[src/tgr_pkg.sv]
// ----------------------------------------------------------------------------
// tgr_pkg
// Types, codes and constants shared by the touch gesture recognizer modules.
// ----------------------------------------------------------------------------
`default_nettype none

package tgr_pkg;

   localparam int SLOTS_DEFAULT = 5;
   // Finger counts go up to the table size; this width holds sizes up to 31.
   localparam int COUNT_W       = 5;
   localparam int MAX_RESULTS   = 3;
   localparam int RES_IDX_W     = 2;
   localparam int CSR_INDEX_W   = 3;
   localparam int CSR_DATA_W    = 16;

   // Event kinds.
   localparam logic [1:0] OP_DOWN   = 2'd0;
   localparam logic [1:0] OP_UP     = 2'd1;
   localparam logic [1:0] OP_UPDATE = 2'd2;

   // Result actions.
   localparam logic [2:0] ACT_LEFT_DOWN  = 3'd0;
   localparam logic [2:0] ACT_LEFT_UP    = 3'd1;
   localparam logic [2:0] ACT_RIGHT_DOWN = 3'd2;
   localparam logic [2:0] ACT_RIGHT_UP   = 3'd3;
   localparam logic [2:0] ACT_KEY_PRESS  = 3'd4;
   localparam logic [2:0] ACT_CALIBRATE  = 3'd5;
   localparam logic [2:0] ACT_HOLD_CLICK = 3'd6;
   localparam logic [2:0] ACT_MOVE       = 3'd7;

   // Register indexes.
   localparam logic [CSR_INDEX_W-1:0] REG_TWO_FINGER_KEY   = 3'd0;
   localparam logic [CSR_INDEX_W-1:0] REG_THREE_FINGER_KEY = 3'd1;
   localparam logic [CSR_INDEX_W-1:0] REG_FOUR_FINGER_KEY  = 3'd2;
   localparam logic [CSR_INDEX_W-1:0] REG_FIVE_FINGER_KEY  = 3'd3;
   localparam logic [CSR_INDEX_W-1:0] REG_HOLD_KEY         = 3'd4;
   localparam logic [CSR_INDEX_W-1:0] REG_HOLD_TIME_MS     = 3'd5;
   localparam logic [CSR_INDEX_W-1:0] REG_MOVE_LIMIT       = 3'd6;

   // Special key codes.
   localparam logic [7:0] KEY_NONE         = 8'd0;
   localparam logic [7:0] KEY_RIGHT_BUTTON = 8'd2;
   localparam logic [7:0] KEY_CALIBRATE    = 8'd252;

   // Register reset values.
   localparam logic [7:0]  RST_TWO_FINGER_KEY   = 8'd2;
   localparam logic [7:0]  RST_THREE_FINGER_KEY = 8'd27;
   localparam logic [7:0]  RST_FOUR_FINGER_KEY  = 8'd0;
   localparam logic [7:0]  RST_FIVE_FINGER_KEY  = 8'd0;
   localparam logic [7:0]  RST_HOLD_KEY         = 8'd18;
   localparam logic [15:0] RST_HOLD_TIME_MS     = 16'd500;
   localparam logic [7:0]  RST_MOVE_LIMIT       = 8'd4;

   typedef struct packed {
      logic [2:0]         action;
      logic [7:0]         key_code;
      logic signed [15:0] out_x;
      logic signed [15:0] out_y;
   } result_type;

   typedef struct packed {
      logic load;
      logic eval;
      logic emit_next;
   } cmd_type;

   typedef struct packed {
      logic no_result;
      logic last;
   } sts_type;

   function automatic result_type make_result(input logic [2:0] action,
                                              input logic [7:0] key_code,
                                              input logic signed [15:0] out_x,
                                              input logic signed [15:0] out_y);
      result_type r;
      r.action   = action;
      r.key_code = key_code;
      r.out_x    = out_x;
      r.out_y    = out_y;
      return r;
   endfunction

endpackage

`default_nettype wire

[src/tgr_datapath.sv]
// ----------------------------------------------------------------------------
// tgr_datapath
// Event registers, pointer slot table, button owners, hold timer, settings
// registers and the small result buffer that feeds the response channel.
// ----------------------------------------------------------------------------
`default_nettype none

module tgr_datapath
   import tgr_pkg::*;
#(
   parameter int SLOTS = SLOTS_DEFAULT
) (
   input  wire logic                   clock,
   input  wire logic                   reset,
   input  wire cmd_type                cmd,
   output sts_type                     sts,
   input  wire logic [1:0]             req_operation,
   input  wire logic [15:0]            req_pointer_id,
   input  wire logic signed [15:0]     req_pos_x,
   input  wire logic signed [15:0]     req_pos_y,
   input  wire logic                   req_stylus_button,
   input  wire logic                   req_primary,
   input  wire logic [31:0]            req_time_ms,
   input  wire logic                   req_suspended,
   input  wire logic                   csr_write,
   input  wire logic [CSR_INDEX_W-1:0] csr_index,
   input  wire logic [CSR_DATA_W-1:0]  csr_data,
   output logic [2:0]                  rsp_action,
   output logic [7:0]                  rsp_key_code,
   output logic signed [15:0]          rsp_out_x,
   output logic signed [15:0]          rsp_out_y,
   output logic                        rsp_last
);

   localparam int SLOT_IW = $clog2(SLOTS);

   // Captured event.
   logic [1:0]         op_ff;
   logic [15:0]        id_ff;
   logic signed [15:0] x_ff;
   logic signed [15:0] y_ff;
   logic               stylus_ff;
   logic               primary_ff;
   logic [31:0]        time_ff;
   logic               susp_ff;

   // Settings.
   logic [7:0]  two_key_ff;
   logic [7:0]  three_key_ff;
   logic [7:0]  four_key_ff;
   logic [7:0]  five_key_ff;
   logic [7:0]  hold_key_ff;
   logic [15:0] hold_time_ff;
   logic [7:0]  move_limit_ff;

   // Tracking state.
   logic [15:0] slot_ff [SLOTS];
   logic [15:0] slot_in [SLOTS];
   logic [15:0] left_owner_ff, left_owner_in;
   logic [15:0] right_owner_ff, right_owner_in;
   logic        hold_armed_ff, hold_armed_in;
   logic [31:0] hold_start_ff, hold_start_in;
   logic [15:0] hold_x_ff, hold_x_in;
   logic [15:0] hold_y_ff, hold_y_in;

   // Result buffer.
   result_type           res_ff [MAX_RESULTS];
   result_type           res_in [MAX_RESULTS];
   logic [RES_IDX_W-1:0] res_cnt_ff, res_cnt_in;
   logic [RES_IDX_W-1:0] emit_idx_ff;

   // Table search.
   logic               free_found;
   logic [SLOT_IW-1:0] free_idx;
   logic               match_found;
   logic [SLOT_IW-1:0] match_idx;
   logic [COUNT_W-1:0] finger_count;

   logic [31:0] elapsed;
   logic        hold_fire;
   logic [16:0] dx, dy, adx, ady;
   logic        moved;
   logic        left_match, right_match;

   always_ff @(posedge clock) begin
      if (cmd.load) begin
         op_ff      <= req_operation;
         id_ff      <= req_pointer_id;
         x_ff       <= req_pos_x;
         y_ff       <= req_pos_y;
         stylus_ff  <= req_stylus_button;
         primary_ff <= req_primary;
         time_ff    <= req_time_ms;
         susp_ff    <= req_suspended;
      end
   end

   always_ff @(posedge clock) begin
      if (reset) begin
         two_key_ff    <= RST_TWO_FINGER_KEY;
         three_key_ff  <= RST_THREE_FINGER_KEY;
         four_key_ff   <= RST_FOUR_FINGER_KEY;
         five_key_ff   <= RST_FIVE_FINGER_KEY;
         hold_key_ff   <= RST_HOLD_KEY;
         hold_time_ff  <= RST_HOLD_TIME_MS;
         move_limit_ff <= RST_MOVE_LIMIT;
      end else if (csr_write) begin
         case (csr_index)
            REG_TWO_FINGER_KEY:   two_key_ff    <= csr_data[7:0];
            REG_THREE_FINGER_KEY: three_key_ff  <= csr_data[7:0];
            REG_FOUR_FINGER_KEY:  four_key_ff   <= csr_data[7:0];
            REG_FIVE_FINGER_KEY:  five_key_ff   <= csr_data[7:0];
            REG_HOLD_KEY:         hold_key_ff   <= csr_data[7:0];
            REG_HOLD_TIME_MS:     hold_time_ff  <= csr_data[15:0];
            REG_MOVE_LIMIT:       move_limit_ff <= csr_data[7:0];
            default: ;
         endcase
      end
   end

   // First free slot and first slot holding this pointer.
   always_comb begin
      free_found  = 1'b0;
      free_idx    = '0;
      match_found = 1'b0;
      match_idx   = '0;
      for (int i = 0; i < SLOTS; i++) begin
         if (!free_found && slot_ff[i] == 16'd0) begin
            free_found = 1'b1;
            free_idx   = SLOT_IW'(i);
         end
         if (!match_found && slot_ff[i] == id_ff) begin
            match_found = 1'b1;
            match_idx   = SLOT_IW'(i);
         end
      end
   end

   // A full table counts as SLOTS fingers.
   assign finger_count = stylus_ff  ? COUNT_W'(2) :
                         free_found ? COUNT_W'(free_idx) + COUNT_W'(1) :
                                      COUNT_W'(SLOTS);

   assign elapsed   = time_ff - hold_start_ff;
   assign hold_fire = hold_armed_ff && (elapsed > {16'd0, hold_time_ff});

   assign dx    = {x_ff[15], x_ff} - {hold_x_ff[15], hold_x_ff};
   assign dy    = {y_ff[15], y_ff} - {hold_y_ff[15], hold_y_ff};
   assign adx   = dx[16] ? (17'd0 - dx) : dx;
   assign ady   = dy[16] ? (17'd0 - dy) : dy;
   assign moved = (adx > {9'd0, move_limit_ff}) || (ady > {9'd0, move_limit_ff});

   assign left_match  = (left_owner_ff != 16'd0) && (left_owner_ff == id_ff);
   assign right_match = (right_owner_ff != 16'd0) && (right_owner_ff == id_ff);

   always_comb begin
      for (int i = 0; i < SLOTS; i++) begin
         slot_in[i] = slot_ff[i];
      end
      for (int r = 0; r < MAX_RESULTS; r++) begin
         res_in[r] = '0;
      end
      res_cnt_in     = '0;
      left_owner_in  = left_owner_ff;
      right_owner_in = right_owner_ff;
      hold_armed_in  = hold_armed_ff;
      hold_start_in  = hold_start_ff;
      hold_x_in      = hold_x_ff;
      hold_y_in      = hold_y_ff;

      case (op_ff)
         OP_DOWN: begin
            if (!susp_ff) begin
               if (free_found) begin
                  slot_in[free_idx] = id_ff;
               end
               case (finger_count)
                  COUNT_W'(1): begin
                     res_in[res_cnt_in] = make_result(ACT_LEFT_DOWN, KEY_NONE, x_ff, y_ff);
                     res_cnt_in         = res_cnt_in + 1'b1;
                     left_owner_in      = id_ff;
                     if (hold_key_ff != KEY_NONE) begin
                        hold_armed_in = 1'b1;
                        hold_start_in = time_ff;
                        hold_x_in     = x_ff;
                        hold_y_in     = y_ff;
                     end
                  end
                  COUNT_W'(2): begin
                     if (two_key_ff == KEY_RIGHT_BUTTON) begin
                        res_in[res_cnt_in] = make_result(ACT_RIGHT_DOWN, KEY_NONE, '0, '0);
                        right_owner_in     = id_ff;
                     end else begin
                        res_in[res_cnt_in] = make_result(ACT_KEY_PRESS, two_key_ff, '0, '0);
                     end
                     res_cnt_in = res_cnt_in + 1'b1;
                  end
                  COUNT_W'(3): begin
                     if (three_key_ff != KEY_NONE) begin
                        res_in[res_cnt_in] = make_result(ACT_KEY_PRESS, three_key_ff, '0, '0);
                        res_cnt_in         = res_cnt_in + 1'b1;
                     end
                  end
                  COUNT_W'(4): begin
                     if (four_key_ff != KEY_NONE) begin
                        res_in[res_cnt_in] = make_result(ACT_KEY_PRESS, four_key_ff, '0, '0);
                        res_cnt_in         = res_cnt_in + 1'b1;
                     end
                  end
                  COUNT_W'(5): begin
                     if (five_key_ff == KEY_CALIBRATE) begin
                        res_in[res_cnt_in] = make_result(ACT_CALIBRATE, KEY_NONE, '0, '0);
                        res_cnt_in         = res_cnt_in + 1'b1;
                     end else if (five_key_ff != KEY_NONE) begin
                        res_in[res_cnt_in] = make_result(ACT_KEY_PRESS, five_key_ff, '0, '0);
                        res_cnt_in         = res_cnt_in + 1'b1;
                     end
                  end
                  default: ;
               endcase
            end
         end
         OP_UP: begin
            if (match_found) begin
               slot_in[match_idx] = 16'd0;
            end
            if (left_match) begin
               res_in[res_cnt_in] = make_result(ACT_LEFT_UP, KEY_NONE, '0, '0);
               res_cnt_in         = res_cnt_in + 1'b1;
               left_owner_in      = 16'd0;
               if (hold_fire) begin
                  res_in[res_cnt_in] = make_result(ACT_HOLD_CLICK, hold_key_ff, '0, '0);
                  res_cnt_in         = res_cnt_in + 1'b1;
               end
               hold_armed_in = 1'b0;
            end
            if (right_match) begin
               res_in[res_cnt_in] = make_result(ACT_RIGHT_UP, KEY_NONE, '0, '0);
               res_cnt_in         = res_cnt_in + 1'b1;
               right_owner_in     = 16'd0;
            end
         end
         OP_UPDATE: begin
            if (!susp_ff) begin
               if (primary_ff) begin
                  res_in[res_cnt_in] = make_result(ACT_MOVE, KEY_NONE, x_ff, y_ff);
                  res_cnt_in         = res_cnt_in + 1'b1;
               end
               // Moving too far restarts the hold timer from the new position.
               if (left_match && hold_armed_ff && moved) begin
                  hold_start_in = time_ff;
                  hold_x_in     = x_ff;
                  hold_y_in     = y_ff;
               end
            end
         end
         default: ;
      endcase
   end

   always_ff @(posedge clock) begin
      if (reset) begin
         for (int i = 0; i < SLOTS; i++) begin
            slot_ff[i] <= 16'd0;
         end
         left_owner_ff  <= 16'd0;
         right_owner_ff <= 16'd0;
         hold_armed_ff  <= 1'b0;
         hold_start_ff  <= 32'd0;
         hold_x_ff      <= 16'd0;
         hold_y_ff      <= 16'd0;
         res_cnt_ff     <= '0;
         emit_idx_ff    <= '0;
      end else if (cmd.eval) begin
         for (int i = 0; i < SLOTS; i++) begin
            slot_ff[i] <= slot_in[i];
         end
         left_owner_ff  <= left_owner_in;
         right_owner_ff <= right_owner_in;
         hold_armed_ff  <= hold_armed_in;
         hold_start_ff  <= hold_start_in;
         hold_x_ff      <= hold_x_in;
         hold_y_ff      <= hold_y_in;
         res_cnt_ff     <= res_cnt_in;
         emit_idx_ff    <= '0;
      end else if (cmd.emit_next && !sts.last) begin
         emit_idx_ff <= emit_idx_ff + 1'b1;
      end
   end

   always_ff @(posedge clock) begin
      if (cmd.eval) begin
         for (int r = 0; r < MAX_RESULTS; r++) begin
            res_ff[r] <= res_in[r];
         end
      end
   end

   assign sts.no_result = (res_cnt_in == '0);
   assign sts.last      = (emit_idx_ff == res_cnt_ff - 1'b1);

   assign rsp_action   = res_ff[emit_idx_ff].action;
   assign rsp_key_code = res_ff[emit_idx_ff].key_code;
   assign rsp_out_x    = res_ff[emit_idx_ff].out_x;
   assign rsp_out_y    = res_ff[emit_idx_ff].out_y;
   assign rsp_last     = sts.last;

endmodule

`default_nettype wire

[src/tgr_ctrl.sv]
// ----------------------------------------------------------------------------
// tgr_ctrl
// Sequencer: takes one event, evaluates it, then hands out its results.
// ----------------------------------------------------------------------------
`default_nettype none

module tgr_ctrl
   import tgr_pkg::*;
(
   input  wire logic    clock,
   input  wire logic    reset,
   input  wire logic    req_valid,
   output logic         req_stall,
   output logic         rsp_valid,
   input  wire logic    rsp_stall,
   output cmd_type      cmd,
   input  wire sts_type sts
);

   localparam logic [1:0] ST_IDLE = 2'd0;
   localparam logic [1:0] ST_EVAL = 2'd1;
   localparam logic [1:0] ST_EMIT = 2'd2;

   logic [1:0] state_ff, state_in;

   assign req_stall = (state_ff != ST_IDLE);
   assign rsp_valid = (state_ff == ST_EMIT);

   always_comb begin
      state_in      = state_ff;
      cmd.load      = 1'b0;
      cmd.eval      = 1'b0;
      cmd.emit_next = 1'b0;
      case (state_ff)
         ST_IDLE: begin
            if (req_valid) begin
               cmd.load = 1'b1;
               state_in = ST_EVAL;
            end
         end
         ST_EVAL: begin
            cmd.eval = 1'b1;
            state_in = sts.no_result ? ST_IDLE : ST_EMIT;
         end
         ST_EMIT: begin
            if (!rsp_stall) begin
               cmd.emit_next = 1'b1;
               if (sts.last) begin
                  state_in = ST_IDLE;
               end
            end
         end
         default: state_in = ST_IDLE;
      endcase
   end

   always_ff @(posedge clock) begin
      if (reset) begin
         state_ff <= ST_IDLE;
      end else begin
         state_ff <= state_in;
      end
   end

endmodule

`default_nettype wire

[src/touch_gesture_recognizer.sv]
// ----------------------------------------------------------------------------
// touch_gesture_recognizer
// Turns pointer down, up and update events into mouse and key actions.
// ----------------------------------------------------------------------------
// One event is handled at a time: it is taken, then evaluated in the next
// cycle against the pointer slot table, the button owners and the hold
// timer, and its results, none to three of them, then leave one per cycle
// from a small buffer while rsp_stall is low, the final one flagged by
// rsp_last. The controller steps each event through take, evaluate and
// emit. Settings are written through the csr port, which is always ready.
`default_nettype none

module touch_gesture_recognizer
   import tgr_pkg::*;
#(
   parameter int SLOTS = SLOTS_DEFAULT
) (
   input  wire logic                   clock,
   input  wire logic                   reset,
   input  wire logic                   req_valid,
   output logic                        req_stall,
   input  wire logic [1:0]             req_operation,
   input  wire logic [15:0]            req_pointer_id,
   input  wire logic signed [15:0]     req_pos_x,
   input  wire logic signed [15:0]     req_pos_y,
   input  wire logic                   req_stylus_button,
   input  wire logic                   req_primary,
   input  wire logic [31:0]            req_time_ms,
   input  wire logic                   req_suspended,
   output logic                        rsp_valid,
   input  wire logic                   rsp_stall,
   output logic [2:0]                  rsp_action,
   output logic [7:0]                  rsp_key_code,
   output logic signed [15:0]          rsp_out_x,
   output logic signed [15:0]          rsp_out_y,
   output logic                        rsp_last,
   input  wire logic                   csr_valid,
   output logic                        csr_ready,
   input  wire logic [CSR_INDEX_W-1:0] csr_index,
   input  wire logic [CSR_DATA_W-1:0]  csr_data
);

   cmd_type cmd;
   sts_type sts;

   assign csr_ready = 1'b1;

   tgr_ctrl u_ctrl (
      .clock     (clock),
      .reset     (reset),
      .req_valid (req_valid),
      .req_stall (req_stall),
      .rsp_valid (rsp_valid),
      .rsp_stall (rsp_stall),
      .cmd       (cmd),
      .sts       (sts)
   );

   tgr_datapath #(
      .SLOTS (SLOTS)
   ) u_datapath (
      .clock             (clock),
      .reset             (reset),
      .cmd               (cmd),
      .sts               (sts),
      .req_operation     (req_operation),
      .req_pointer_id    (req_pointer_id),
      .req_pos_x         (req_pos_x),
      .req_pos_y         (req_pos_y),
      .req_stylus_button (req_stylus_button),
      .req_primary       (req_primary),
      .req_time_ms       (req_time_ms),
      .req_suspended     (req_suspended),
      .csr_write         (csr_valid && csr_ready),
      .csr_index         (csr_index),
      .csr_data          (csr_data),
      .rsp_action        (rsp_action),
      .rsp_key_code      (rsp_key_code),
      .rsp_out_x         (rsp_out_x),
      .rsp_out_y         (rsp_out_y),
      .rsp_last          (rsp_last)
   );

endmodule

`default_nettype wire

[config.mk]
export PLATFORM = sky130hd
export DESIGN_NAME = touch_gesture_recognizer
export DESIGN_NICKNAME = d
export VERILOG_FILES = /design/src/tgr_pkg.sv /design/src/tgr_datapath.sv /design/src/tgr_ctrl.sv /design/src/touch_gesture_recognizer.sv
export SDC_FILE = /design/constraint.sdc
export NUM_CORES = 1
export LEC_CHECK = 0
export ABC_AREA = 1
export BUFFER_PORTS_ARGS = -buffer_cell sky130_fd_sc_hd__buf_2
export CORE_MARGIN = 8
export CORE_UTILIZATION = 25
export DETAILED_ROUTE_END_ITERATION = 8
export SLEW_MARGIN = 20
export SYNTH_ARGS = -nofsm -noshare
export SYNTH_HDL_FRONTEND = slang
export SYNTH_SLANG_ARGS = --single-unit
[constraint.sdc]
create_clock -name clock -period 23 [get_ports clock]
set_input_delay 2.3 -clock clock [delete_from_list [all_inputs] [get_ports clock]]
set_output_delay 2.3 -clock clock [all_outputs]
set_load 0.01 [all_outputs]
* After elaboration in Yosys (flattened, before gate mapping)
Memories as Yosys holds them, arrays and structs flattened. A register that Yosys moved wholly into a read port is not among the register bits.
Index checks and enable logic that the tools add are counted.
** Word-level totals
- Flip-flop bits (word level) :: 252
- Bits in latches :: 0
- Memory bits (writable) :: 209
- Bits in read-only memories :: 0
- Output and inout bits :: 47
- Word-level logic and storage cells :: 269
- Memories :: 2
** Memories
- u_datapath.res_ff :: depth 3, width 43, rd ports 1, clocked after Yosys merged registers in 1, wr ports 3, line tgr_datapath.sv:67 : result_type res_ff [MAX_RESULTS];
- u_datapath.slot_ff :: depth 5, width 16, rd ports 5, clocked after Yosys merged registers in 0, wr ports 5, line tgr_datapath.sv:57 : logic [15:0] slot_ff [SLOTS];
** Cells by class
- $add $sub $neg :: 9
- Multiply operators :: 0
- Divide/modulo/power cells :: 0
- Magnitude comparators :: 9
- Eq/ne operators :: 37
- Shift-type cells :: 0
- Mux-type cells :: 116
- Bitwise gates (word level) :: 13
- Reduce and logical (&&, ||, !) cells :: 59
** Operator list (number)
- $mux 43 :: 10
- $mux 16 :: 24
- $mux 80 :: 3
- $pmux 43 s5 :: 1
- $mux 86 :: 2
- $mux 32 :: 5
- $pmux 80 s2 :: 1
- $mux 129 :: 1
- $pmux 43 s3 :: 1
- $pmux 16 s2 :: 4
- $and 123x123->123 :: 1
- $not 123->123 :: 1
- $eq 16x16->1 :: 7
- $demux 16 s3 :: 2
- $demux 43 s2 :: 1
- $mux 84 :: 1
- $and 80x80->80 :: 1
- $bwmux 80 :: 1
- $logic_not 16->1 :: 5
- $not 80->80 :: 1
- $pmux 32 s2 :: 1
- $gt 17x8->1 :: 2
- $mux 17 :: 2
- $sub 1x17->17 const A :: 2
- 48 further kinds :: 163

* Depth between registers and ports, before layout
An unclocked memory read counts as a cell.
- Depth in word-level cells :: 26
- Gate-level depth with buffers :: 38
- Gate-level depth less buffers :: 36

* By module
From an unflattened synthesis, not the netlist that was laid out.
** Unflattened totals
- Cell total of the unflattened synthesis :: 3258
- Area total of the unflattened synthesis :: 24408.4 um^2
** Modules (own cells, without submodules)
- tgr_datapath :: times used 1, cells an instance 3239, area an instance 24269.5 um^2, seq. area each 9949.5 um^2
- tgr_ctrl :: times used 1, cells an instance 17, area an instance 127.6 um^2, seq. area each 40.0 um^2
- touch_gesture_recognizer :: times used 1, cells an instance 2, area an instance 11.3 um^2, seq. area each 0.0 um^2

* Worst setup path before layout
Ideal clock, no wire load.
- Path kind :: reg2reg
- Start :: register u_ctrl.state_ff[0]
- End :: memory u_datapath.slot_ff[0][0], enable pin
- Library setup time :: 0.629 ns
- Arrival time :: 9.009 ns
- Data required time :: 22.371 ns
- Slack :: 13.363 ns
- Cell stages (with the launch flop) :: 7
- Buffers on the path :: 0
- Cell sequence :: dfxtp_1 inv_1 nor2_1 inv_1 a21oi_1 nand3_1 o21ai_0
** RTL lines
- from (decl) :: line tgr_ctrl.sv:24 : logic [1:0] state_ff, state_in;
- from (signal assigned) :: line tgr_ctrl.sv:61 : state_ff <= state_in;
- to (decl) :: line tgr_datapath.sv:57

* Worst setup path in the final report
- Start :: register u_datapath.y_ff[0]
- End :: register u_datapath.hold_start_ff[2]
** On the way
- Longest elaborated chain between the ends :: 8
** RTL lines
- from (decl) :: line tgr_datapath.sv:41 : logic signed [15:0] y_ff;
- from (signal assigned) :: line tgr_datapath.sv:90 : y_ff <= req_pos_y;
- $sub 16x16->17 (*) :: line tgr_datapath.sv:148 : assign dy = {y_ff[15], y_ff} - {hold_y_ff[15], hold_y_ff};
- $sub 1x17->17 :: line tgr_datapath.sv:150 : assign ady = dy[16] ? (17'd0 - dy) : dy;
- $mux 17 (*) :: line tgr_datapath.sv:150
- $gt 17x8->1 (*) :: line tgr_datapath.sv:151 : assign moved = (adx > {9'd0, move_limit_ff}) || (ady > {9'd0, move_limit_ff});
- $logic_or 1x1->1 (*) :: line tgr_datapath.sv:151
- $logic_and 1x1->1 (*) :: line tgr_datapath.sv:250 : if (left_match && hold_armed_ff && moved) begin
- $ne 2x1->1 (no source line) (*)
- $reduce_and 7->1 (no source line) (*)
- to (signal assigned) :: line tgr_datapath.sv:281 : hold_start_ff <= hold_start_in;
- to (decl) :: line tgr_datapath.sv:62 : logic [31:0] hold_start_ff, hold_start_in;
Mark *: on every way between the ends. The rest lies on a longest branch, timed or not.
A chain may end at the register's enable or synchronous reset.

==> flow_summary.ini <==
[status]
status = finished, final reports clean

[yosys]
yosysWarningCount = 0
synthMostInstantiatedCell = sky130_fd_sc_hd__nand2_1
synthDominantAreaCellType = sky130_fd_sc_hd__edfxtp_1
synth_async_sr_flop_share = 0
ys_ff_latch = 389
postSynthNetCount = 3467
ys_seq_area_frac = 0.411
synth-edff-count = 220
synth.avg_cell_area_um2 = 7.47
synth_cell_type_count = 56
mappedNetlistArea_um2 = 24300
synth_flop_cell = sky130_fd_sc_hd__edfxtp_1
postSynthCellCount = 3258
synth_top_cells_by_area = sky130_fd_sc_hd__edfxtp_1 27%, sky130_fd_sc_hd__dfxtp_1 14%, sky130_fd_sc_hd__nand2_1 11%, sky130_fd_sc_hd__inv_1 7.0%, sky130_fd_sc_hd__nor2_1 6.1%
netlist.area_leader.share = 0.272
ys_top_cells_by_count = 732 x sky130_fd_sc_hd__nand2_1, 455 x sky130_fd_sc_hd__inv_1, 394 x sky130_fd_sc_hd__nor2_1

[drt]
avgRoutedWirePerCell_um = 15.8
drt_first_iter_violations = 1739
detail_route.drc_violations = 0
drt_pass1_iterations = 6
antenna_violating_nets_post_route = 0
via_count = 21500
via_per_inst = 4.61
routed_wl_um = 73600

[timing]
hold_viol_final = 0
slew_viol_final = 0
worst_clock_skew_ns = 0.0445
worst_pin_slew_ns = 1.08
timing.slew.headroom = 0.271
rsz_0062_raised_after_global_routing = no
max_freq_mhz = 177
final_period_minus_worst_setup_slack_ns = 5.66
tns_ns = 0
tcrit_tclk_final = 0.246
report.final.setup_viol = 0
timing.hold.ws_ns = 0.462

[global_routing]
grt_first_pass_wirelength_um = 116000
grt_antenna_before_repair = 4
track_usage = 0.133
grt_max_degree = 84
grt_overflow_total = 0
via_count_of_the_first_global_routing_pass = 20700

[floorplan]
fp-row-count = 114
die_width_um = 328
die_height_um = 328
floorplan.die_area_um2 = 108000
design.portCount = 156
coreArea_um2 = 96600
initial_core_util = 0.252

[worst_setup_path]
cp_slowest_stage_delay_ns = 0.87
worst_setup_path_start_kind = register
regToRegSetupSlack_ns = 17.34
cp_slowest_cell = sky130_fd_sc_hd__buf_4
worstPathArrival_ns = 6.14
crit_path_frequent_cell = sky130_fd_sc_hd__nand2_1
setup.worst_path.class = register to register
endpoint_type_of_the_worst_setup_path = register
timing.critical_path.required_ns = 23.47
largest_driver_fanout_on_the_critical_path = 83

[finish]
utilization = 0.288
finalInstanceArea_um2 = 27800
final.fill_count = 10500
area_growth_synth_to_finish_pct = 14.2
share_of_final_layout_standard_cells_stronger_than_drive_strength_1 = 0.108
finish.net_count = 3566
fin_cells = 4673

[clock_network]
clock_tree.root_cell = sky130_fd_sc_hd__clkbuf_16
clock_insertion_delay_worst_skew_ns = 0.62
ctsLongestPathBuffers = 3
post_cts_buffers = 0
clock_tree.htree_level_count = 2
cts.hold.buffers_added = 0
post_cts.resized_instances = 0
cts.sink_count = 389
cts_tree = done
clk_pin_slew_ns = 0.06
cts_inserted_buffers = 47

[power]
worst_vdd_rail_ir_drop_mv = 0.0490
leakage_dissipation_nw = 11.8
power_density_nw_per_um2 = 66.7

[run]
cap_violations = 0

[place]
gp_congestion = 0.896
port_buffers = 154
place_inst = 4584
post_dp_cell_area_um2 = 26300
place.detailed.hpwl_um = 53900

[min_path]
hp-class = register to register
-- cell usage in the layout, fill, tap and decap left out, types with 19 or more instances in the layout --
master                      instances
sky130_fd_sc_hd__nand2_1          731
sky130_fd_sc_hd__inv_1            453
sky130_fd_sc_hd__nor2_1           390
sky130_fd_sc_hd__a21oi_1          278
sky130_fd_sc_hd__edfxtp_1         220
sky130_fd_sc_hd__nand3_1          172
sky130_fd_sc_hd__dfxtp_1          168
sky130_fd_sc_hd__buf_2            154
sky130_fd_sc_hd__o21ai_0          144
sky130_fd_sc_hd__ha_1              97
sky130_fd_sc_hd__nand4_1           64
sky130_fd_sc_hd__xor2_1            63
sky130_fd_sc_hd__nand3_2           58
sky130_fd_sc_hd__clkbuf_16         48
sky130_fd_sc_hd__nor4_1            43
sky130_fd_sc_hd__xnor2_1           38
sky130_fd_sc_hd__o211ai_1          35
sky130_fd_sc_hd__nor3_1            25
sky130_fd_sc_hd__or2_2             19
-- path summary, 6_finish.rpt --
kind,to,depth (start not counted),startpoint
max,u_datapath.hold_start_ff[2],32,u_datapath.y_ff[0]
min,u_datapath.hold_time_ff[3],2,u_datapath.hold_time_ff[3]
max reg2reg,u_datapath.hold_start_ff[2],32,u_datapath.y_ff[0]
min reg2reg,u_datapath.hold_time_ff[3],2,u_datapath.hold_time_ff[3]
-- area by class of cell --
type | count | area (um2) | share of cell area
diodes | 2 | 5.00 | 0.000180
clock buffers | 58 | 1270 | 0.0458
clock inverters | 29 | 243 | 0.00874
inverters | 471 | 1770 | 0.0638
multi-input cells | 2277 | 12000 | 0.432
flip-flops and latches | 389 | 9990 | 0.360
well taps | 1276 | 1600 | 0.0575
repair buffers | 171 | 902 | 0.0325
-- state kept, by name, indices dropped and copies added, names as in the netlist, 2 cells and up, named ones only --
name                       flops
u_ctrl.state_ff                2
u_datapath.emit_idx_ff         2
u_datapath.five_key_ff         8
u_datapath.four_key_ff         8
u_datapath.hold_key_ff         8
u_datapath.hold_start_ff      32
u_datapath.hold_time_ff       16
u_datapath.hold_x_ff          16
u_datapath.hold_y_ff          16
u_datapath.id_ff              16
u_datapath.left_owner_ff      16
u_datapath.move_limit_ff       8
u_datapath.op_ff               2
u_datapath.res_cnt_ff          2
u_datapath.res_ff             55
u_datapath.right_owner_ff     16
u_datapath.slot_ff            80
u_datapath.three_key_ff        8
u_datapath.time_ff            32
u_datapath.two_key_ff          8
u_datapath.x_ff               16
u_datapath.y_ff               16
-- worst max-delay path: cells and delay by family, from the launching register on --
kind                       cells  cell delay, ns
AOI/OAI and AO/OA              4            0.55
xor gates and xnor gates       1            0.13
adders and majority gates      3            0.87
buffers and inverters          5            1.26
DFF                            1            0.37
and+or+nand+nor               19            2.18
-- logic make-up after synthesis --
| family | Yosys count | synth area share |
|---|---|---|
| buffers and inverters | 592 | 0.0978 |
| AND/OR/NAND/NOR | 1548 | 0.283 |
| AO/OA/AOI/OAI | 527 | 0.120 |
| XOR/XNOR | 101 | 0.0364 |
| adder cells (fa/ha/maj) | 100 | 0.0524 |
| flip-flops | 389 | 0.411 |
| other | 1 | 0.000154 |
-- per-layer routing --
layer / vias up / track usage / routed length (um)
met5: - / 0 / 30
met2: 523 / 0.227 / 34900
met3: 90 / 0.0280 / 4710
met1: 10000 / 0.170 / 32400
met4: 4 / 0.0325 / 1520
li1: 10900 / - / -
-- stage by stage --
| stage | total power [mW] | worst slack, ns |
|---|---|---|
| 2_1_floorplan | 1.04 | 13.36 |
| 3_3_place_gp | 1.12 | 17.56 |
| 3_5_place_dp | 1.13 | 17.39 |
| 4_1_cts | 1.88 | 17.34 |
| 5_1_grt | 1.95 | 16.69 |
| 6_report | 1.85 | 17.34 |
-- power breakdown --
part | leakage [nW] | internal, mW | total (mW) | switching, mW
sequential | 3.52 | 0.769 | 0.797 | 0.0278
combinational | 7.52 | 0.108 | 0.316 | 0.208
clock | 0.742 | 0.411 | 0.740 | 0.329
(Power assumes the default switching activity.)
